**src/rtl/aba_pkg.sv**
```systemverilog
// Shared constants, types and helper functions of the alpha blend blitter.
package aba_pkg;

    // Frame store geometry
    localparam int MAX_W    = 256;
    localparam int MAX_H    = 256;
    localparam int FS_DEPTH = MAX_W * MAX_H;
    localparam int FS_AW    = $clog2(FS_DEPTH);

    // Field widths
    localparam int CMD_W  = 2;
    localparam int ADDR_W = 16;
    localparam int WORD_W = 32;
    localparam int POS_W  = 8;
    localparam int DIM_W  = 9;

    // Raster position and target coordinate widths
    localparam int COL_W     = $clog2(MAX_W);
    localparam int ROW_W     = $clog2(MAX_H);
    localparam int X_W       = ((POS_W > COL_W) ? POS_W : COL_W) + 1;
    localparam int Y_W       = ((POS_W > ROW_W) ? POS_W : ROW_W) + 1;
    localparam int X_CMP_W   = (X_W > DIM_W) ? X_W : DIM_W;
    localparam int Y_CMP_W   = (Y_W > DIM_W) ? Y_W : DIM_W;
    localparam int COL_CMP_W = (COL_W + 1 > DIM_W) ? COL_W + 1 : DIM_W;
    localparam int ROW_CMP_W = (ROW_W + 1 > DIM_W) ? ROW_W + 1 : DIM_W;

    // Op queue between front and back (power of two)
    localparam int Q_DEPTH = 4;
    localparam int Q_AW    = $clog2(Q_DEPTH);
    localparam int Q_CW    = $clog2(Q_DEPTH + 1);

    // Configuration registers
    localparam int NUM_REGS = 6;
    localparam int PADDR_W  = $clog2(NUM_REGS * 4);
    localparam int REG_IDX_W = PADDR_W - 2;
    localparam logic [REG_IDX_W-1:0] REG_DEST_X     = REG_IDX_W'(0);
    localparam logic [REG_IDX_W-1:0] REG_DEST_Y     = REG_IDX_W'(1);
    localparam logic [REG_IDX_W-1:0] REG_BUF_WIDTH  = REG_IDX_W'(2);
    localparam logic [REG_IDX_W-1:0] REG_BUF_HEIGHT = REG_IDX_W'(3);
    localparam logic [REG_IDX_W-1:0] REG_SRC_WIDTH  = REG_IDX_W'(4);
    localparam logic [REG_IDX_W-1:0] REG_SRC_HEIGHT = REG_IDX_W'(5);

    localparam logic [DIM_W-1:0] RST_BUF_DIM = DIM_W'(256);
    localparam logic [DIM_W-1:0] RST_SRC_DIM = DIM_W'(1);

    // Command codes
    localparam logic [CMD_W-1:0] CMD_LOAD  = 2'd0;
    localparam logic [CMD_W-1:0] CMD_READ  = 2'd1;
    localparam logic [CMD_W-1:0] CMD_BLEND = 2'd2;

    localparam logic [7:0] ALPHA_MAX = 8'd255;

    // What the back end does with an op
    typedef enum logic [1:0] {
        KIND_LOAD,   // write data, report it
        KIND_ECHO,   // no store access, report data field
        KIND_READ,   // report the stored word
        KIND_BLEND   // blend data over stored word, write back
    } t_kind;

    typedef struct packed {
        t_kind             kind;
        logic [FS_AW-1:0]  mem_addr;
        logic [ADDR_W-1:0] out_addr;
        logic [WORD_W-1:0] data;
        logic              last;
    } t_op;

    typedef struct packed {
        logic [POS_W-1:0] dest_x;
        logic [POS_W-1:0] dest_y;
        logic [DIM_W-1:0] buf_width;
        logic [DIM_W-1:0] buf_height;
        logic [DIM_W-1:0] src_width;
        logic [DIM_W-1:0] src_height;
    } t_cfg;

    typedef struct packed {
        logic            full;
        logic [Q_CW-1:0] count;
    } t_q_stat;

    // Zero counts as one, anything above the limit counts as the limit.
    function automatic logic [DIM_W-1:0] clamp_dim(input logic [DIM_W-1:0] v, input int lim);
        logic [DIM_W-1:0] r;
        if (v == '0) begin
            r = DIM_W'(1);
        end else if (int'(v) > lim) begin
            r = DIM_W'(lim);
        end else begin
            r = v;
        end
        return r;
    endfunction

    // Per channel (a*src + (255-a)*dst) >> 8, alpha taken from src.
    function automatic logic [WORD_W-1:0] blend_word(input logic [WORD_W-1:0] src,
                                                     input logic [WORD_W-1:0] dst);
        logic [7:0]        a;
        logic [7:0]        inv;
        logic [15:0]       ps;
        logic [15:0]       pd;
        logic [15:0]       acc;
        logic [WORD_W-1:0] res;
        a   = src[31:24];
        inv = ALPHA_MAX - a;
        res = {a, 24'h0};
        for (int c = 0; c < 3; c++) begin
            ps  = a * src[8*c +: 8];
            pd  = inv * dst[8*c +: 8];
            acc = ps + pd;
            res[8*c +: 8] = acc[15:8];
        end
        return res;
    endfunction

endpackage

```
**src/rtl/aba_if.sv**
```systemverilog
// Valid/ready stream interfaces for command words and result words.
interface aba_in_if import aba_pkg::*; ();
    logic              valid;
    logic              ready;
    logic [CMD_W-1:0]  cmd;
    logic [ADDR_W-1:0] addr;
    logic [WORD_W-1:0] data;

    modport source (output valid, cmd, addr, data, input ready);
    modport sink   (input valid, cmd, addr, data, output ready);
endinterface


```
**src/rtl/aba_front.sv**
```systemverilog
// Front end: accepts command words, tracks raster position, clips and classifies.
module aba_front import aba_pkg::*; (
    input  logic         i_clk,
    input  logic         i_rst_n,
    input  t_cfg         i_cfg,
    aba_in_if.sink       i_in,
    input  t_q_stat      i_q_stat,
    output logic         o_push,
    output t_op          o_op
);

    logic [COL_W-1:0] r_col;
    logic [ROW_W-1:0] r_row;
    logic [COL_W-1:0] n_col;
    logic [ROW_W-1:0] n_row;

    logic [DIM_W-1:0] bw, bh, sw, sh;
    logic [X_W-1:0]   x;
    logic [Y_W-1:0]   y;
    logic [FS_AW-1:0] idx;
    logic             in_box;
    logic             col_wrap, row_wrap;
    logic             fire;

    assign i_in.ready = !i_q_stat.full;
    assign fire       = i_in.valid && i_in.ready;
    assign o_push     = fire;

    always_comb begin
        bw = clamp_dim(i_cfg.buf_width, MAX_W);
        bh = clamp_dim(i_cfg.buf_height, MAX_H);
        sw = clamp_dim(i_cfg.src_width, MAX_W);
        sh = clamp_dim(i_cfg.src_height, MAX_H);
        x  = X_W'(i_cfg.dest_x) + X_W'(r_col);
        y  = Y_W'(i_cfg.dest_y) + Y_W'(r_row);
        in_box = (X_CMP_W'(x) < X_CMP_W'(bw)) && (Y_CMP_W'(y) < Y_CMP_W'(bh));
        idx = FS_AW'(FS_AW'(y) * FS_AW'(bw)) + FS_AW'(x);
        col_wrap = (COL_CMP_W'(r_col) + COL_CMP_W'(1)) >= COL_CMP_W'(sw);
        row_wrap = (ROW_CMP_W'(r_row) + ROW_CMP_W'(1)) >= ROW_CMP_W'(sh);

        // raster step: column first, row on column wrap
        n_col = col_wrap ? '0 : r_col + COL_W'(1);
        n_row = r_row;
        if (col_wrap) begin
            n_row = row_wrap ? '0 : r_row + ROW_W'(1);
        end
    end

    always_comb begin
        o_op = '{kind: KIND_ECHO, mem_addr: '0, out_addr: '0, data: '0, last: 1'b0};
        case (i_in.cmd)
            CMD_LOAD: begin
                o_op.mem_addr = FS_AW'(i_in.addr);
                o_op.out_addr = i_in.addr;
                o_op.data     = i_in.data;
                o_op.kind     = (int'(i_in.addr) < FS_DEPTH) ? KIND_LOAD : KIND_ECHO;
            end
            CMD_READ: begin
                o_op.mem_addr = FS_AW'(i_in.addr);
                o_op.out_addr = i_in.addr;
                o_op.kind     = (int'(i_in.addr) < FS_DEPTH) ? KIND_READ : KIND_ECHO;
            end
            CMD_BLEND: begin
                o_op.last = col_wrap && row_wrap;
                if (in_box) begin
                    o_op.mem_addr = idx;
                    o_op.out_addr = ADDR_W'(idx);
                    o_op.data     = i_in.data;
                    // fully transparent source only reads back the target
                    o_op.kind     = (i_in.data[31:24] != 8'h0) ? KIND_BLEND : KIND_READ;
                end
            end
            default: begin
                o_op.kind = KIND_ECHO;
            end
        endcase
    end

    always_ff @(posedge i_clk) begin
        if (!i_rst_n) begin
            r_col <= '0;
            r_row <= '0;
        end else if (fire && (i_in.cmd == CMD_BLEND)) begin
            r_col <= n_col;
            r_row <= n_row;
        end
    end

endmodule

```
**src/flat_wrapper.sv**
```systemverilog
// flat-port wrapper written by rule: the top's interface ports become plain ports
module aba_front_flat import aba_pkg::*;
  (i_clk, i_rst_n, i_cfg, i_q_stat, o_push, o_op, i_in_valid, i_in_cmd, i_in_addr, i_in_data, i_in_ready);
  aba_in_if i_in_i ();
  input  logic i_clk;
  input  logic i_rst_n;
  input  t_cfg i_cfg;
  input  t_q_stat i_q_stat;
  output logic o_push;
  output t_op o_op;
  input wire logic [$bits(i_in_i.valid)-1:0] i_in_valid;
  input wire logic [$bits(i_in_i.cmd)-1:0] i_in_cmd;
  input wire logic [$bits(i_in_i.addr)-1:0] i_in_addr;
  input wire logic [$bits(i_in_i.data)-1:0] i_in_data;
  output wire logic [$bits(i_in_i.ready)-1:0] i_in_ready;
  assign i_in_i.valid = i_in_valid;
  assign i_in_i.cmd = i_in_cmd;
  assign i_in_i.addr = i_in_addr;
  assign i_in_i.data = i_in_data;
  assign i_in_ready = i_in_i.ready;
  aba_front u_core (.i_clk(i_clk), .i_rst_n(i_rst_n), .i_cfg(i_cfg), .i_in(i_in_i), .i_q_stat(i_q_stat), .o_push(o_push), .o_op(o_op));
endmodule
```
**config.mk**
```make
export PLATFORM = sky130hd
export DESIGN_NAME = aba_front_flat
export DESIGN_NICKNAME = d
export VERILOG_FILES = /design/src/rtl/aba_pkg.sv /design/src/rtl/aba_if.sv /design/src/rtl/aba_front.sv /design/src/flat_wrapper.sv
export SDC_FILE = /design/constraint.sdc
export NUM_CORES = 1
export LEC_CHECK = 0
export BUFFER_PORTS_ARGS = -buffer_cell sky130_fd_sc_hd__buf_2
export CAP_MARGIN = 20
export CELL_PAD_IN_SITES_DETAIL_PLACEMENT = 0
export CELL_PAD_IN_SITES_GLOBAL_PLACEMENT = 1
export CORE_AREA = 3 3 161 148
export CTS_CLUSTER_DIAMETER = 40
export DETAILED_ROUTE_END_ITERATION = 10
export DIE_AREA = 0 0 164 151
export GPL_TIMING_DRIVEN = 0
export PLACE_DENSITY_LB_ADDON = 0.1
export SLEW_MARGIN = 20
export SYNTH_ARGS = -nofsm -noshare
export SYNTH_HDL_FRONTEND = slang
export SYNTH_SLANG_ARGS = --single-unit
```
**constraint.sdc**
```tcl
create_clock -name i_clk -period 18.4 [get_ports i_clk]
set_input_delay 0 -clock i_clk [delete_from_list [all_inputs] [get_ports i_clk]]
set_output_delay 0 -clock i_clk [all_outputs]
set_load 0.03 [all_outputs]
```
* Word-level counts from Yosys, hierarchy flattened *
Cells that the tools add are included.

operators by class
  $add $sub $neg = 7
  magnitude comparators = 8
  muxes and demuxes = 16
  reduce and logical (&&, ||, !) cells = 13
  equality and inequality tests = 2
  $mul = 1

operators by type and width
  cell                                                              count
  32-bit case mux with 2 select lines                               2
  9-bit two-way mux                                                 8
  66-bit two-way mux                                                1
  9-bit > comparator (second input constant)                        4
  9-bit zero test                                                   4
  8-bit by 1-bit adder with 9-bit output (second input constant)    2
  8-bit by 8-bit adder with 9-bit output                            2
  9-bit >= comparator                                               2
  9-bit less-than comparator                                        2
  16-bit by 9-bit adder with 16-bit output                          1
  8-bit by 1-bit adder with 8-bit output (second input constant)    2
  9-bit by 9-bit multiplier with 16-bit output                      1
  8-bit two-way mux                                                 2
  8-bit nonzero test                                                1
  2-bit case mux with 3 select lines                                1
  1-bit logical AND                                                 4
  2-bit by 1-bit == test with 1-bit output (second input constant)  1
  2-bit == test (second input constant)                             1
  2-bit zero test                                                   1
  1-bit two-way mux                                                 2
  2-bit AND reduction                                               1
  2-bit OR reduction                                                1
  1-bit zero test                                                   1

word-level totals
  logic and storage cells = 49
  flip-flop bits (word level) = 16
  output and inout port bits = 69
  bits of input ports = 109

* Logic depth before layout (Yosys ltp) *
  word-level depth = 7
  depth in mapped cells = 28
  gate-level depth less buffers = 26

* Worst setup path after synthesis *
OpenSTA, ideal clock, no wires.

  path type = register to output
  start point = register u_core.r_row[1]
  end point = output o_op[64] in the netlist's numbering
  setup slack = 11.723 ns
  arrival time = 6.677 ns
  path buffers = 2
  stages on the path, launching flop included = 29
  data required time = 18.400 ns
  cell sequence = dfxtp_1 -> ha_1 -> a21oi_1 -> nand4b_1 -> nand4b_1 -> and4_1 -> or2_2 -> clkbuf_1 -> inv_1 -> nand2_1 -> fa_1 -> inv_1 -> fa_1 -> inv_1 -> fa_1 -> inv_1 -> fa_1 -> inv_1 -> fa_1 -> inv_1 -> ha_1 -> o21a_1 -> o211ai_1 -> a211oi_1 -> o21a_1 -> nor3_1 -> xnor2_1 -> o2bb2ai_1 -> buf_4

RTL lines
  what                    RTL line            RTL
  start, declared         aba_front.sv:13     logic [ROW_W-1:0] r_row;
  start signal, assigned  aba_front.sv:85     r_row <= n_row;
  end, declared           flat_wrapper.sv:10  output t_op o_op;

==> flow_summary.rst <==
.. list-table::
   :header-rows: 1

   * - Metric
     - Value
   * - Run status
     - complete, no violations
   * - Clock network latency to the later pin of the worst-skew pair
     - 0.25 ns
   * - Clk sinks
     - 16
   * - Sum Neg Setup Slack
     - 0 ns
   * - Cell Area, Synth
     - about 5800 µm²
   * - Fraction of synthesized cell area in xor and xnor cells
     - 0.05875
   * - Hold Crit Class
     - input port to flip-flop
   * - First-pass GRT wire length
     - 28,250 µm
   * - Critical path cell sequence
     - ha_1 > fa_1 > a21oi_1 > a2bb2oi_1 > nor2b_1 > xor2_1 > inv_1 > nand2_1 > fa_1 > inv_1 > fa_1 > fa_1 > fa_1 > inv_1 > fa_1 > inv_1 > ha_1 > or3_1 > a221oi_1 > o31ai_1 > xnor2_1 > o2bb2ai_1 > buf_4 > buf_2
   * - Maximum number of pins on one net before global-route repair
     - 11
   * - Count of final setup violators
     - 0
   * - Crit path buf inv count
     - 6
   * - Dominant combinational cell family by area after synthesis
     - adder cells
   * - Areal power density over the cells
     - just over 50 nW/µm²
   * - Number of enable-type register cells in the synthesized netlist
     - 0
   * - Worst setup EP type
     - primary output
   * - Cell count after synthesis
     - 728
   * - Via density
     - between 4 and 5
   * - Endpoint of the most critical register-to-register path
     - u_core.r_row[0]
   * - Die area
     - 24,760 µm²
   * - First-pass iteration count of the detailed router
     - 4
   * - Signal arrival time at the worst endpoint
     - approximately 7.7 ns
   * - # resized after CTS
     - 0
   * - Most Frequent Cell on Critical Path
     - fa_1
   * - Filler cells
     - 2,497
   * - Critical Path Stages
     - 24
   * - Shortest period the worst path allows
     - 7.680 ns
   * - Clock root buffer
     - clkbuf_16
   * - Area fraction in compound gates after synthesis
     - 0.1534
   * - Die X-Extent
     - 164 µm
   * - Average routed wire per standard cell
     - 14.76 µm
   * - Reg area
     - 320.3 µm²
   * - Final setup skew
     - 0.005988 ns
   * - Num rows
     - 52
   * - Mean post-synth cell area
     - 7.899 µm²
   * - Main synth FF type
     - dfxtp_1
   * - Depth of the worst register-to-register path
     - 10
   * - Via count of the first global-routing pass
     - 5,303
   * - Slew Viols, Final
     - 0
   * - Cell family with most CP delay
     - adder cells
   * - Post-synthesis async set-or-reset flop share
     - 0
   * - Final nets
     - 1,168
   * - Post-detailed-routing wire length
     - 17,740 µm
   * - Design Power
     - 356.6 µW
   * - Ratio of cells with drive above 1 in the final layout
     - 0.2265
   * - Leakage Power
     - 0.003870 µW
   * - Critical path startpoint category
     - flip-flop
   * - Flip-flop and latch count after synthesis
     - 16
   * - Maximum level of the CTS H-tree
     - 1
   * - Post-synthesis cell type count
     - 57
   * - Gpl congestion
     - 0.7698
   * - Die Span Y
     - ~150 µm
   * - Basic-gate share of the synthesized area counting and, or, nand and nor cells
     - 0.2304
   * - TritonCTS buffer count
     - 3
   * - # Post-CTS Setup Buffers
     - 0
   * - Least-Margin Pin Slew
     - 0.8259 ns
   * - Worst relative slew slack
     - 0.4468
   * - Adder and majority cell fraction of the synthesized area
     - 0.4038
   * - Multiplexer area fraction after synthesis
     - 0.003699
   * - Final hold violation count
     - 0
   * - # port buffers
     - roughly 170
   * - CP max-delay cell
     - a221oi_1
   * - Max capacitance violation total
     - 0
   * - Number of vias in the routed layout
     - 5,451
   * - Clk pin slew, worst setup/hold paths
     - 0.05 ns
   * - Sequential-to-total area share from yosys stat
     - 0.05570
   * - Sum of net half-perimeters after detailed placement
     - 15,780 µm
   * - Ratio of final minimum period to clock period
     - 0.4174
   * - Critical setup path kind
     - flip-flop to primary output
   * - Drt initial violations
     - 257
   * - Area growth from synthesis to layout
     - 22.91%
   * - Stage delay of the slowest cell on the critical path
     - 0.62 ns
   * - Synthesized Nets
     - 989
   * - Highest achievable clock rate
     - 0.1302 GHz
   * - Footprint of the multi-input gates
     - between 4000 and 5000 µm²
   * - Max Fanout on Critical Path
     - 7
   * - Number of cells on the worst hold path
     - 3
   * - Total overflow reported by the global router
     - 0
   * - HP Start
     - i_rst_n
   * - IR Drop Worst-Case VDD
     - 22.67 µV
   * - Number of antenna violations at the first check in global routing
     - 0
   * - Crit path required time
     - about 18 ns
   * - TritonCTS clock tree
     - done
   * - Core box area
     - about 22,000 µm²
   * - Hold Buf Count CTS
     - 0
   * - ANT cells
     - 0
   * - Global routing usage summed across all routing layers
     - 0.1423
   * - R2R Setup Slk
     - 14.96 ns
   * - Number of top-level pins
     - around 180
   * - Yosys warnings
     - 0
   * - Worst reg2reg startpoint
     - u_core.r_col[0]
   * - Initial standard-cell utilization of the core
     - 0.2577
   * - DRC Markers
     - 0
   * - ANT nets after route
     - 0
   * - Unrepaired setup endpoints after global routing
     - false
   * - Hold Path End
     - u_core.r_col[3]
   * - Longest Clk Path Bufs
     - 2
## worst max path at each step
stage,start,to,slack [ns]
finish,u_core.r_row[0],o_op[59],10.72
global route,u_core.r_row[0],o_op[59],10.20
CTS,u_core.r_row[0],o_op[64],10.71
detailed placement,u_core.r_row[0],o_op[59],11.03
global placement,u_core.r_row[0],o_op[59],10.98
floorplan,u_core.r_row[1],o_op[64],11.72
## kinds of logic (layout without fill, tap and decap cells)
logic type / count (synthesis) / after routing
AO/OA/AOI/OAI: 134 / 134
multiplexers: 2 / 2
adder cells (fa/ha/maj): 152 / 152
XOR/XNOR: 37 / 37
flip-flops: 16 / 16
AND/OR/NAND/NOR: 262 / 262
buffers and inverters: 125 / 302
## layout by cell type (no fill, tap or decap), types with 6 or more instances in the layout
master,n
and3_1,13
and2_1,48
nor2_1,63
fa_1,56
nand3_1,17
a21o_1,12
clkbuf_1,7
a31oi_1,6
nor2b_1,17
a22o_1,10
dfxtp_1,16
nand3b_1,8
nor3_1,14
buf_4,19
buf_2,175
inv_1,93
xor2_1,15
nand2_1,59
o21ai_0,25
a21oi_1,36
nor4_1,7
o21bai_1,10
xnor2_1,21
ha_1,96
## synthesized netlist by cell type (8+ instances only)
cell type  count  area (µm²)
buf_4         19       142.6
nor2b_1       17       106.4
inv_1         93       349.1
and2_1        48       300.3
nand2_1       59       221.5
nand3_1       17       85.08
a22o_1        10       87.58
fa_1          56        1121
xor2_1        15       131.4
a21oi_1       36       180.2
o21bai_1      10       75.07
xnor2_1       21       183.9
ha_1          96        1201
nand3b_1       8       60.06
a21o_1        12       90.09
and3_1        13       81.33
o21ai_0       25       125.1
dfxtp_1       16       320.3
nor2_1        63       236.5
nor3_1        14       70.07
## flip-flops by register name, summed over array words and instances, names as in the netlist
register,count
u_core.r_col,8
u_core.r_row,8
## worst register-to-register path, cell delays in order, from the launching register on
cell,delay (ns)
dfxtp_1,0.47
ha_1,0.28
and3_1,0.26
and3_1,0.26
xor2_1,0.10
ha_1,0.30
inv_1,0.04
o221ai_1,0.56
nand2_1,0.30
nor3_2,0.58
mux2_2,0.25
## through the flow
| stage | hold slack, ns | utilization | std cells | setup slack [ns] | instance area (µm²) |
|---|---|---|---|---|---|
| floorplan | 0.1098 | - | 728 | 11.72 | 5751 |
| global placement | 0.2753 | 0.3134 | 1199 | 10.98 | 6993 |
| detailed placement | 0.2804 | 0.3134 | 1199 | 11.03 | 6993 |
| CTS | 0.1434 | 0.3167 | 1202 | 10.71 | 7068 |
| global route | 0.1695 | 0.3167 | 1202 | 10.20 | 7068 |
| finish | 0.1435 | 0.3167 | 1202 | 10.72 | 7068 |
## where the power goes
part           total, µW  switching, µW  internal, µW
sequential          35.0          0.198          34.8
clock               43.0           14.4          28.6
combinational        279            167           111
total                357            182           175
## layer usage
metal / GRT usage / wire length, µm / vias up
li1: - / - / 2799
met1: 0.2120 / 8880 / 2534
met3: 0.01258 / 703 / 6
met5: 0 / 0 / -
met2: 0.2299 / 7987 / 112
met4: 0.01734 / 168 / 0
## cell type report
| cell class | instances | area share |
|---|---|---|
| Buffer | 27 | 0.02461 |
| Clock buffer | 3 | 0.01062 |
| Inverter | 98 | 0.05204 |
| Multi-Input combinational cell | 587 | 0.6916 |
| Sequential cell | 16 | 0.04532 |
| Tap cell | 297 | 0.05258 |
| Timing Repair Buffer | 174 | 0.1232 |
(Power assumes the default switching activity.)
