$ cat src/rtl/aba_pkg.sv
// Shared constants, types and helper functions of the alpha blend blitter.
package aba_pkg;

    // Frame store geometry
    localparam int MAX_W    = 256;
    localparam int MAX_H    = 256;
    localparam int FS_DEPTH = MAX_W * MAX_H;
    localparam int FS_AW    = $clog2(FS_DEPTH);

    // Field widths
    localparam int CMD_W  = 2;
    localparam int ADDR_W = 16;
    localparam int WORD_W = 32;
    localparam int POS_W  = 8;
    localparam int DIM_W  = 9;

    // Raster position and target coordinate widths
    localparam int COL_W     = $clog2(MAX_W);
    localparam int ROW_W     = $clog2(MAX_H);
    localparam int X_W       = ((POS_W > COL_W) ? POS_W : COL_W) + 1;
    localparam int Y_W       = ((POS_W > ROW_W) ? POS_W : ROW_W) + 1;
    localparam int X_CMP_W   = (X_W > DIM_W) ? X_W : DIM_W;
    localparam int Y_CMP_W   = (Y_W > DIM_W) ? Y_W : DIM_W;
    localparam int COL_CMP_W = (COL_W + 1 > DIM_W) ? COL_W + 1 : DIM_W;
    localparam int ROW_CMP_W = (ROW_W + 1 > DIM_W) ? ROW_W + 1 : DIM_W;

    // Op queue between front and back (power of two)
    localparam int Q_DEPTH = 4;
    localparam int Q_AW    = $clog2(Q_DEPTH);
    localparam int Q_CW    = $clog2(Q_DEPTH + 1);

    // Configuration registers
    localparam int NUM_REGS = 6;
    localparam int PADDR_W  = $clog2(NUM_REGS * 4);
    localparam int REG_IDX_W = PADDR_W - 2;
    localparam logic [REG_IDX_W-1:0] REG_DEST_X     = REG_IDX_W'(0);
    localparam logic [REG_IDX_W-1:0] REG_DEST_Y     = REG_IDX_W'(1);
    localparam logic [REG_IDX_W-1:0] REG_BUF_WIDTH  = REG_IDX_W'(2);
    localparam logic [REG_IDX_W-1:0] REG_BUF_HEIGHT = REG_IDX_W'(3);
    localparam logic [REG_IDX_W-1:0] REG_SRC_WIDTH  = REG_IDX_W'(4);
    localparam logic [REG_IDX_W-1:0] REG_SRC_HEIGHT = REG_IDX_W'(5);

    localparam logic [DIM_W-1:0] RST_BUF_DIM = DIM_W'(256);
    localparam logic [DIM_W-1:0] RST_SRC_DIM = DIM_W'(1);

    // Command codes
    localparam logic [CMD_W-1:0] CMD_LOAD  = 2'd0;
    localparam logic [CMD_W-1:0] CMD_READ  = 2'd1;
    localparam logic [CMD_W-1:0] CMD_BLEND = 2'd2;

    localparam logic [7:0] ALPHA_MAX = 8'd255;

    // What the back end does with an op
    typedef enum logic [1:0] {
        KIND_LOAD,   // write data, report it
        KIND_ECHO,   // no store access, report data field
        KIND_READ,   // report the stored word
        KIND_BLEND   // blend data over stored word, write back
    } t_kind;

    typedef struct packed {
        t_kind             kind;
        logic [FS_AW-1:0]  mem_addr;
        logic [ADDR_W-1:0] out_addr;
        logic [WORD_W-1:0] data;
        logic              last;
    } t_op;

    typedef struct packed {
        logic [POS_W-1:0] dest_x;
        logic [POS_W-1:0] dest_y;
        logic [DIM_W-1:0] buf_width;
        logic [DIM_W-1:0] buf_height;
        logic [DIM_W-1:0] src_width;
        logic [DIM_W-1:0] src_height;
    } t_cfg;

    typedef struct packed {
        logic            full;
        logic [Q_CW-1:0] count;
    } t_q_stat;

    // Zero counts as one, anything above the limit counts as the limit.
    function automatic logic [DIM_W-1:0] clamp_dim(input logic [DIM_W-1:0] v, input int lim);
        logic [DIM_W-1:0] r;
        if (v == '0) begin
            r = DIM_W'(1);
        end else if (int'(v) > lim) begin
            r = DIM_W'(lim);
        end else begin
            r = v;
        end
        return r;
    endfunction

    // Per channel (a*src + (255-a)*dst) >> 8, alpha taken from src.
    function automatic logic [WORD_W-1:0] blend_word(input logic [WORD_W-1:0] src,
                                                     input logic [WORD_W-1:0] dst);
        logic [7:0]        a;
        logic [7:0]        inv;
        logic [15:0]       ps;
        logic [15:0]       pd;
        logic [15:0]       acc;
        logic [WORD_W-1:0] res;
        a   = src[31:24];
        inv = ALPHA_MAX - a;
        res = {a, 24'h0};
        for (int c = 0; c < 3; c++) begin
            ps  = a * src[8*c +: 8];
            pd  = inv * dst[8*c +: 8];
            acc = ps + pd;
            res[8*c +: 8] = acc[15:8];
        end
        return res;
    endfunction

endpackage

$ cat src/rtl/aba_queue.sv
// Small op queue decoupling the front end from the back end.
module aba_queue import aba_pkg::*; (
    input  logic     i_clk,
    input  logic     i_rst_n,
    input  logic     i_push,
    input  t_op      i_op,
    input  logic     i_pop,
    output logic     o_head_valid,
    output t_op      o_head,
    output t_q_stat  o_stat
);

    t_op             r_slot [Q_DEPTH];
    logic [Q_AW-1:0] r_wp;
    logic [Q_AW-1:0] r_rp;
    logic [Q_CW-1:0] r_count;
    logic            do_push, do_pop;

    assign o_head_valid = (r_count != '0);
    assign o_head       = r_slot[r_rp];
    assign o_stat.full  = (r_count == Q_CW'(Q_DEPTH));
    assign o_stat.count = r_count;

    assign do_push = i_push && !o_stat.full;
    assign do_pop  = i_pop && o_head_valid;

    always_ff @(posedge i_clk) begin
        if (do_push) begin
            r_slot[r_wp] <= i_op;
        end
    end

    always_ff @(posedge i_clk) begin
        if (!i_rst_n) begin
            r_wp    <= '0;
            r_rp    <= '0;
            r_count <= '0;
        end else begin
            if (do_push) begin
                r_wp <= r_wp + Q_AW'(1);
            end
            if (do_pop) begin
                r_rp <= r_rp + Q_AW'(1);
            end
            case ({do_push, do_pop})
                2'b10:   r_count <= r_count + Q_CW'(1);
                2'b01:   r_count <= r_count - Q_CW'(1);
                default: r_count <= r_count;
            endcase
        end
    end

endmodule

$ cat config.mk
export PLATFORM = sky130hd
export DESIGN_NAME = aba_queue
export DESIGN_NICKNAME = d
export VERILOG_FILES = /design/src/rtl/aba_pkg.sv /design/src/rtl/aba_queue.sv
export SDC_FILE = /design/constraint.sdc
export NUM_CORES = 1
export LEC_CHECK = 0
export BUFFER_PORTS_ARGS = -buffer_cell sky130_fd_sc_hd__clkbuf_2
export CORE_ASPECT_RATIO = 0.6
export CORE_MARGIN = 2
export CORE_UTILIZATION = 45
export DETAILED_ROUTE_END_ITERATION = 10
export PLACE_DENSITY = 0.65
export SYNTH_ARGS = -nofsm -noshare
export SYNTH_HDL_FRONTEND = slang
export SYNTH_SLANG_ARGS = --single-unit
$ cat constraint.sdc
create_clock -name i_clk -period 3.11 [get_ports i_clk]
set_input_delay 0.1555 -clock i_clk [delete_from_list [all_inputs] [get_ports i_clk]]
set_output_delay 0.1555 -clock i_clk [all_outputs]
set_load 0.01 [all_outputs]
After elaboration in Yosys (flattened, before gate mapping)
Memory sizes are Yosys's and may differ from the RTL's. A register that Yosys moved wholly into a read port is not among the register bits.
Index checks and enable logic that the tools add are counted.
{"block": "op_classes", "n_mux": 5, "eq_ne": 3, "addsub": 4, "n_reduce_logical": 5}
{"operator": "$pmux W3 S2", "n": 1}
{"operator": "$add A2 B1 Y2 const B", "n": 2}
{"operator": "$mux W2", "n": 2}
{"operator": "$add A3 B1 Y3 const B", "n": 1}
{"operator": "$eq A3 B3 Y1 const B", "n": 1}
{"operator": "$reduce_bool A3 Y1", "n": 1}
{"operator": "$sub A3 B1 Y3 const B", "n": 1}
{"operator": "$eq A2 B1 Y1 const B", "n": 1}
{"operator": "$eq A2 B2 Y1 const B", "n": 1}
{"operator": "$logic_and A1 B1 Y1", "n": 2}
{"operator": "$mux W1", "n": 2}
{"operator": "$reduce_bool A2 Y1", "n": 1}
{"operator": "$logic_not A1 Y1", "n": 1}
{"block": "word_totals", "elab_cells": 21, "in_bits": 71, "ramBits": 268, "n_memories": 1, "output_inout_bits": 72, "ff_bits": 7}
{"name": "r_slot", "depth": 4, "width": 67, "read_ports": 1, "rd_ports_with_merged_regs": 1, "write_ports": 1, "line_no": "aba_queue.sv:13", "rtl": "t_op r_slot [Q_DEPTH];"}

Depth between registers and ports, before layout
Gate-level depths: netlist (run 1).
{"block": "depth", "word_depth": 5, "ltp_mapped": 10, "ltp_nobuf": 9}

Worst setup path before layout (run 1)
OpenSTA, ideal clock, no wires.
{"block": "synth_timing", "path_kind": "reg-to-reg", "from": "register r_count[0]", "to": "memory r_slot[2][0] in the netlist's numbering (enable)", "t_required_ns": 2.678, "arrival_time_ns": 2.542, "path_stages_with_launch": 5, "period_less_slack_ns": 2.974, "path_buffers": 1, "setup_ns": 0.432, "setup_slack_ns": 0.136, "cell_sequence": "dfxtp_1 nor3b_1 nor2b_1 clkbuf_1 and2_1"}
{"element": "start, declared", "line_no": "aba_queue.sv:16", "rtl": "logic [Q_CW-1:0] r_count;"}
{"element": "start signal, assigned", "line_no": "aba_queue.sv:46", "rtl": "2'b10: r_count <= r_count + Q_CW'(1);"}
{"element": "start signal, assigned", "line_no": "aba_queue.sv:47", "rtl": "2'b01: r_count <= r_count - Q_CW'(1);"}
{"element": "start signal, assigned", "line_no": "aba_queue.sv:48", "rtl": "default: r_count <= r_count;"}
{"element": "end, declared", "line_no": "aba_queue.sv:13"}

Worst setup path in the final report (run 1)
{"block": "layout_timing", "from": "register r_count[2]", "to": "register r_count[2]"}
{"block": "layout_between", "elab_chain_cells": 5, "word_cells_on_any_way": 11, "classes_between": "add/sub: 2; eq/ne: 3; mux: 1; reduce/logical: 5"}
{"element": "$eq A3 B3 Y1", "line_no": "aba_queue.sv:21", "rtl": "assign o_stat.full = (r_count == Q_CW'(Q_DEPTH));"}
{"element": "$logic_not A1 Y1", "line_no": "aba_queue.sv:24", "rtl": "assign do_push = i_push && !o_stat.full;"}
{"element": "$logic_and A1 B1 Y1", "line_no": "aba_queue.sv:24"}
{"element": "$eq A2 B1 Y1 or $eq A2 B2 Y1 (tied branches)", "line_no": "aba_queue.sv:45", "rtl": "case ({do_push, do_pop})"}
{"element": "$pmux W3 S2 or $reduce_bool A2 Y1 (tied branches)"}
Parallel ways exist; a longest one is shown, timed or not.
A chain may end at the register's enable or synchronous reset.

==> results of run 1 <==
worst reg2reg max path: stages (launching register included):
cell and delay, ps:
dfxtp_1 420, nor3b_1 310, nor2b_1 200, inv_1 110
ha_1 210, inv_1 70, fa_1 380, xor2_1 160
or3_1 310, a21boi_0 160
worst max path at each step:
stage	end	depth (start not counted)	startpoint	slack, ps
finish	r_count[2]	9	r_count[2]	710
CTS	r_count[2]	9	r_count[2]	730
floorplan	r_slot[2][0]	4	r_count[0]	140
global placement	r_count[2]	9	r_count[2]	950
detailed placement	r_count[2]	9	r_count[2]	750
global route	r_count[2]	9	r_count[2]	480
kinds of logic after synthesis:
group | Yosys count | share of synthesized area, %
compound gates | 5 | 0.344
xor+xnor | 4 | 0.344
fa+ha+maj | 6 | 0.811
buf+inv | 23 | 1.72
flops | 277 | 80.8
mux | 69 | 15.0
simple gates | 18 | 0.995
final cells by class:
class	instances	area (um^2)	share of cell area (%)
diodes	1	2.50	0.0195
clock buffers	30	687	5.36
clock inverters	17	135	1.05
inverters	6	22.5	0.176
multi-input cells	102	1790	14.0
flip-flops and latches	277	8240	64.3
well taps	308	385	3.01
repair buffers	222	1560	12.1
through the flow:
step / hold slack, ps / utilization, % / instance area, um^2 / instances / setup WS (ps)
2_1_floorplan: 254 / - / 10200 / 402 / 136
5_1_grt: 113 / 57.9 / 12800 / 962 / 482
4_1_cts: 99.9 / 57.9 / 12800 / 962 / 731
3_3_place_gp: 367 / 51.1 / 11300 / 847 / 952
6_report: 116 / 57.9 / 12800 / 963 / 714
3_5_place_dp: 378 / 51.1 / 11300 / 847 / 751
cell usage in the layout (no fill, tap or decap):
master,Yosys,routed
a21boi_0,1,1
and2_1,7,3
and2_4,0,4
buf_12,4,6
buf_4,3,6
bufinv_16,0,2
clkbuf_1,2,3
clkbuf_16,0,27
clkbuf_2,0,142
clkinv_1,0,6
clkinv_2,0,6
clkinvlp_4,0,3
dfxtp_1,9,7
dfxtp_4,0,2
diode_2,0,1
dlygate4sd3_1,0,68
edfxtp_1,268,268
fa_1,1,1
ha_1,5,5
inv_1,6,6
mux2i_1,2,2
mux4_2,67,67
nand2_1,5,5
nor2b_1,3,3
nor3b_1,1,1
o21ai_0,2,2
o311ai_0,1,1
o31a_1,1,1
or3_1,2,2
xnor2_1,3,3
xor2_1,1,1
registers in the layout (all words and copies together) (netlist names), named ones only:
| register | flops |
|---|---|
| r_slot | 268 |
| r_count | 3 |
| r_wp | 2 |
| r_rp | 2 |
power breakdown:
group          switching, W  leakage [nW]  internal (W)
logic               0.00118          1.44       0.00116
registers          0.000180          2.53       0.00450
clock network       0.00128         0.398       0.00174
layer usage:
layer	vias up	part of all wire (%)	global-route usage (%)
met5	-	0	0
met3	31	7.4	5.16
met2	150	45	25.6
met1	2491	46	23.5
li1	2175	-	-
met4	0	1.5	3.24
==> reports/qor.txt, run 1 <==
Synth Net Count -> 479
R2R setup slack -> 710 ps
power per cell area -> 784 mW/mm^2
Clock Tree Root -> clkbuf_16
number of enable flip-flop cells after synthesis -> 268
Synth top area share -> 79.0%
via count -> 4847
# IOs -> 143
layout cells sized above 1 -> 40.5%
crit-path max FO -> 7
Overflow after GRT -> 0
Cells after Synth -> 402
crit path max-delay cell type -> dfxtp_1
CP required -> 3560 ps
H-tree levels -> 1
status -> completed
Die ar. -> 0.0239 mm^2
RSZ-0062 raised after global routing -> no
slowest stage delay, CP -> 420 ps
filler instances -> 1627
routability cong. -> 0.788
initial DRC count -> 236
post-route clock skew -> 15.5 ps
Row Count -> 42
GRT Total Usage -> 16.5%
Max Root-Sink Buffers -> 3
Final setup viols -> 0
Via-to-Cell Ratio -> 5.03
Avg Cell Area, Syn -> 25.3 um^2
DRC viols -> 0
Setup TNS -> 0 ps
TritonCTS clock tree -> built
min-delay src -> i_push
Hold Path Sink -> r_wp[1]
final worst path period share -> 77.0%
CP Launch Type -> register
CTS Buf Count -> 26
Final Hold Violating Endpoints -> 0
register area share after synthesis -> 80.8%
fin crit period -> 2400 ps
pin count of the biggest net entering global routing -> 37
Overall Power -> 0.0100 W
R2R cell count -> 9
final max-slew violation count -> 0
fmax -> 417 MHz
synth top area cells -> edfxtp_1 79%, mux4_2 15%, dfxtp_1 1.8%
antenna violations before repair -> 1
Async SR Flop Fraction -> 0%
Area growth syn-to-layout -> 25.8%
Crit. End Element -> register
r2r startpoint -> r_count[2]
reg-to-reg endpoint -> r_count[2]
postcts setup bufs -> 0
DIE WIDTH -> 198 um
PostCTS Resize Cnt -> 0
Layout Nets -> 712
first-pass GRT wire length -> 29700 um
worst min path class -> input pin to register
Routed Antenna Nets -> 0
Leak Pwr -> 4.37 nW
Sink Count -> 277
Crit path top cell by count -> inv_1
peak supply drop -> 550 uV
starting density of the core -> 46.0%
Worst EP arrival -> 2850 ps
# hold bufs at CTS -> 68
kind of critical path -> register to register
cells along the critical path -> nor3b_1, nor2b_1, inv_1, ha_1, inv_1, fa_1, xor2_1, or3_1, a21boi_0
top-count cell post-synth -> edfxtp_1
Slew headroom -> 64.0%
Post-synth top cells -> 268 x edfxtp_1, 67 x mux4_2, 9 x dfxtp_1, 7 x and2_1, 6 x inv_1
Synth area leader -> edfxtp_1
most used flip-flop cell after synthesis -> edfxtp_1
Yosys warnings -> 0
synthesized flop and latch total -> 277
Detailed Routing Iterations Pass 1 -> 4
Die Span Y -> 121 um
core area -> 0.0221 mm^2
CP bufs+invs -> 2
Post-DP HPWL -> 12000 um
clock latency on the worst-skew pair -> 520 ps
Top delay family on crit path -> simple AND/OR/NAND/NOR gates
IO buf count -> 142
worst hold path cell count -> 3
Worst Tran Pin Value -> 538 ps
vias in the first global route -> 5242
WL per Instance -> 20.1 um
Worst-path clk slew -> 60 ps
final WL -> 19300 um
max-cap violation count -> 0
Unique masters post-synth -> 24
netlist area before placement -> 0.0102 mm^2
(Power assumes the default switching activity.)
==> run 2: changes to the inputs <==
--- a/config.mk
+++ b/config.mk
@@ -10,7 +10,7 @@
 export CORE_MARGIN = 2
 export CORE_UTILIZATION = 45
 export DETAILED_ROUTE_END_ITERATION = 10
-export PLACE_DENSITY = 0.65
+export PLACE_DENSITY = 0.68
 export SYNTH_ARGS = -nofsm -noshare
 export SYNTH_HDL_FRONTEND = slang
 export SYNTH_SLANG_ARGS = --single-unit
==> constraint.sdc (replaced) <==
create_clock -name i_clk -period 1.9 [get_ports i_clk]
set_input_delay 0.095 -clock i_clk [delete_from_list [all_inputs] [get_ports i_clk]]
set_output_delay 0.095 -clock i_clk [all_outputs]
set_load 0.01 [all_outputs]
==> run 2 against run 1 <==
- the flow now finishes with violations (negative setup slack)
- first-iteration DRC count rose by 52%
- power increased by 78%
- utilization rose by 2.6 points
- cell count up 1.7%
- clock power rose by 70%
- non-clock buffer count is 18 higher
- routed wire length rose by 7.8%
- critical path type is now register to primary output
- largest power group unchanged
==> reports/qor.txt, run 2 (synthesis gave the netlist of run 1 again) <==
IO buf count -> 142 (unchanged)
max-cap violation count -> 0 (unchanged)
biggest regs -> r_slot: 268 flops, r_count: 3 flops
status -> finished, violations left
Detailed Routing Iterations Pass 1 -> 4 (unchanged)
CP Launch Type -> register
Post-DP HPWL -> 11500 um (-4.2%)
clock latency on the worst-skew pair -> 520 ps (about the same)
final max-slew violation count -> 0 (unchanged)
Slew headroom -> 66.8% (+2.8 points)
Worst EP arrival -> 1940 ps (-910 ps)
Via-to-Cell Ratio -> 5.17 (+2.6%)
pin count of the biggest net entering global routing -> 68 (+84%)
Pint -> 0.0132 W (+79%)
WL per Instance -> 21.3 um (+6.0%)
# IOs -> 143 (unchanged)
Top delay family on crit path -> multiplexers
RSZ-0062 raised after global routing -> yes
cells along the critical path -> buf_12, clkbuf_16, mux4_2, clkbuf_2
most flop-heavy register -> r_slot
Layout Nets -> 729 (+2.4%)
slack of the critical path -> -137 ps (-851 ps)
fin crit period -> 2040 ps
Final setup viols -> 68 (+68)
H-tree levels -> 1 (unchanged)
Gate power share -> 28.9% (+5.7 points)
Max Root-Sink Buffers -> 3 (unchanged)
area of the multi-input gates -> 0.00182 mm^2 (+1.6%)
final WL -> 20800 um (+7.8%)
Area growth syn-to-layout -> 31.4%
CTS Buf Count -> 25 (-3.8%)
post-route clock skew -> 12.8 ps (-2.66 ps)
first-pass GRT wire length -> 30900 um (+4.1%)
Sink Count -> 277 (unchanged)
initial DRC count -> 358 (+52%)
peak supply drop -> 748 uV (+36%)
TritonCTS clock tree -> built
CP bufs+invs -> 3 (+1)
met2 GRT Util -> 28.7% (+3.2 points)
min-delay src -> i_pop
Die ar. -> 0.0239 mm^2 (unchanged)
Worst-path clk slew -> 60 ps (about the same)
Worst Tran Pin Value -> 492 ps (-46.5 ps)
sequential share of power -> 42.3% (-4.3 points)
final core utilization -> 60.5% (+2.6 points)
most frequent cells in the layout -> 268 x edfxtp_1, 130 x clkbuf_2, 68 x dlygate4sd3_1, 67 x mux4_2, 28 x clkbuf_16
clock power share -> 28.8% (-1.4 points)
Row Count -> 42 (unchanged)
routability cong. -> 0.747 (-5.2%)
Sw Pwr -> 0.00466 W (+77%)
Routed Antenna Nets -> 0 (unchanged)
Clock Tree Root -> clkbuf_16
Most Used Layer, Global Route -> met2
core area -> 0.0221 mm^2 (unchanged)
sequential cell area -> 0.00825 mm^2 (+0.14%)
power per cell area -> 1340 mW/mm^2 (+71%)
Die Span Y -> 121 um (unchanged)
switching part of the total -> 26.0% (-0.24 points)
fmax -> 491 MHz
starting density of the core -> 46.0% (unchanged)
Final Cell Area -> 0.0134 mm^2 (+4.5%)
# diodes -> 0 (-1)
GRT Total Usage -> 17.6% (+1.1 points)
CP required -> 1800 ps (-1760 ps)
kind of critical path -> register to primary output
commonest non-fill, non-tap cell in the layout -> edfxtp_1
slowest stage delay, CP -> 530 ps (+110 ps)
final worst path period share -> 107%
crit-path max FO -> 5 (-2)
DRC viols -> 0 (unchanged)
Overflow after GRT -> 0 (unchanged)
antenna violations before repair -> 0 (-1)
grt met1 use -> 24.9% (+1.5 points)
vias in the first global route -> 5301 (+1.1%)
layout cells sized above 1 -> 43.5% (+3.0 points)
DP Area -> 0.0114 mm^2 (+0.86%)
Largest register FFs -> 268 (unchanged)
M3 GR Usage -> 3.54% (-1.6 points)
failing checks -> negative setup slack
worst min path class -> input pin to register
DIE WIDTH -> 198 um (unchanged)
filler instances -> 1537 (-5.5%)
via count -> 5058 (+4.4%)
crit path max-delay cell type -> mux4_2
Final Hold Violating Endpoints -> 0 (unchanged)
Crit. End Element -> primary output
Leak Pwr -> 4.61 nW (+5.4%)
r2r startpoint -> r_count[0]
## run 2: cell types whose count changed in the layout (fill, tap and decap cells not counted), sizes merged
cell	before	now
buf	12	39
bufinv	2	4
clkbuf	172	165
clkinv	12	9
clkinvlp	3	0
diode	1	0
inv	6	7
## run 2: layout make-up
| class | instances | share of cell area (%) |
|---|---|---|
| clock inverter | 14 | 1.31 |
| sequential | 277 | 61.6 |
| timing repair buffer | 240 | 15.4 |
| clock buffer | 32 | 5.02 |
| multi-input combinational | 102 | 13.6 |
| inverter | 6 | 0.168 |
| tap | 308 | 2.88 |
## run 2: through the flow
| step | TNS (ps) | power [W] | hold slack [ps] | cells | setup slack, ps |
|---|---|---|---|---|---|
| 6_report | -5460 | 0.0179 | 95.2 | 979 | -137 |
| 2_1_floorplan | -47500 | 0.0103 | 194 | 402 | -177 |
| 5_1_grt | -10040 | 0.0187 | 99.7 | 979 | -187 |
| 3_5_place_dp | -66.5 | 0.0117 | 317 | 847 | -66.5 |
| 4_1_cts | -7650 | 0.0178 | 51.8 | 973 | -177 |
| 3_3_place_gp | 0 | 0.0116 | 308 | 847 | 62.3 |
## run 2: worst reg2reg max path: stages (launching register included)
cell and delay, ps:
dfxtp_4 370, nor3b_4 230, nor2b_2 70, inv_2 70
ha_4 130, inv_1 60, fa_2 350, xor2_1 170
or3_1 340, a21boi_1 130
## run 2: timing repair
item                                   CTS  global route
cloned                                   7             3
resized for setup                       14            31
hold buffers                            68             0
pin swaps                                1             2
setup endpoints to repair               68            69
buffers inserted                         5             3
endpoints found under the hold margin  277             0
## run 2: path summary, 6_finish.rpt
check / to / slack, ps / cells past startpoint
worst max-delay path: o_head[29] / -140 / 4
worst max register to register: r_count[2] / -80 / 9
worst min register to register: r_wp[1] / 520 / 2
worst min-delay path: register / 100 / 4
## run 2: power groups by stage
stage	registers, W	logic (W)	clock network (W)
after floorplan	0.00764	0.00265	0
after global placement	0.00764	0.00394	0
after detailed placement	0.00769	0.00398	0
after CTS	0.00757	0.00494	0.00530
after global routing	0.00761	0.00553	0.00553
final	0.00757	0.00518	0.00516
## run 2: routing by layer
| metal | wire length, um | vias to the layer above | share of wire (%) |
|---|---|---|---|
| met5 | 0 | - | 0 |
| li1 | - | 2212 | - |
| met1 | 9020 | 2625 | 43 |
| met2 | 10000 | 183 | 48 |
| met4 | 422 | 0 | 2.0 |
| met3 | 1370 | 38 | 6.6 |
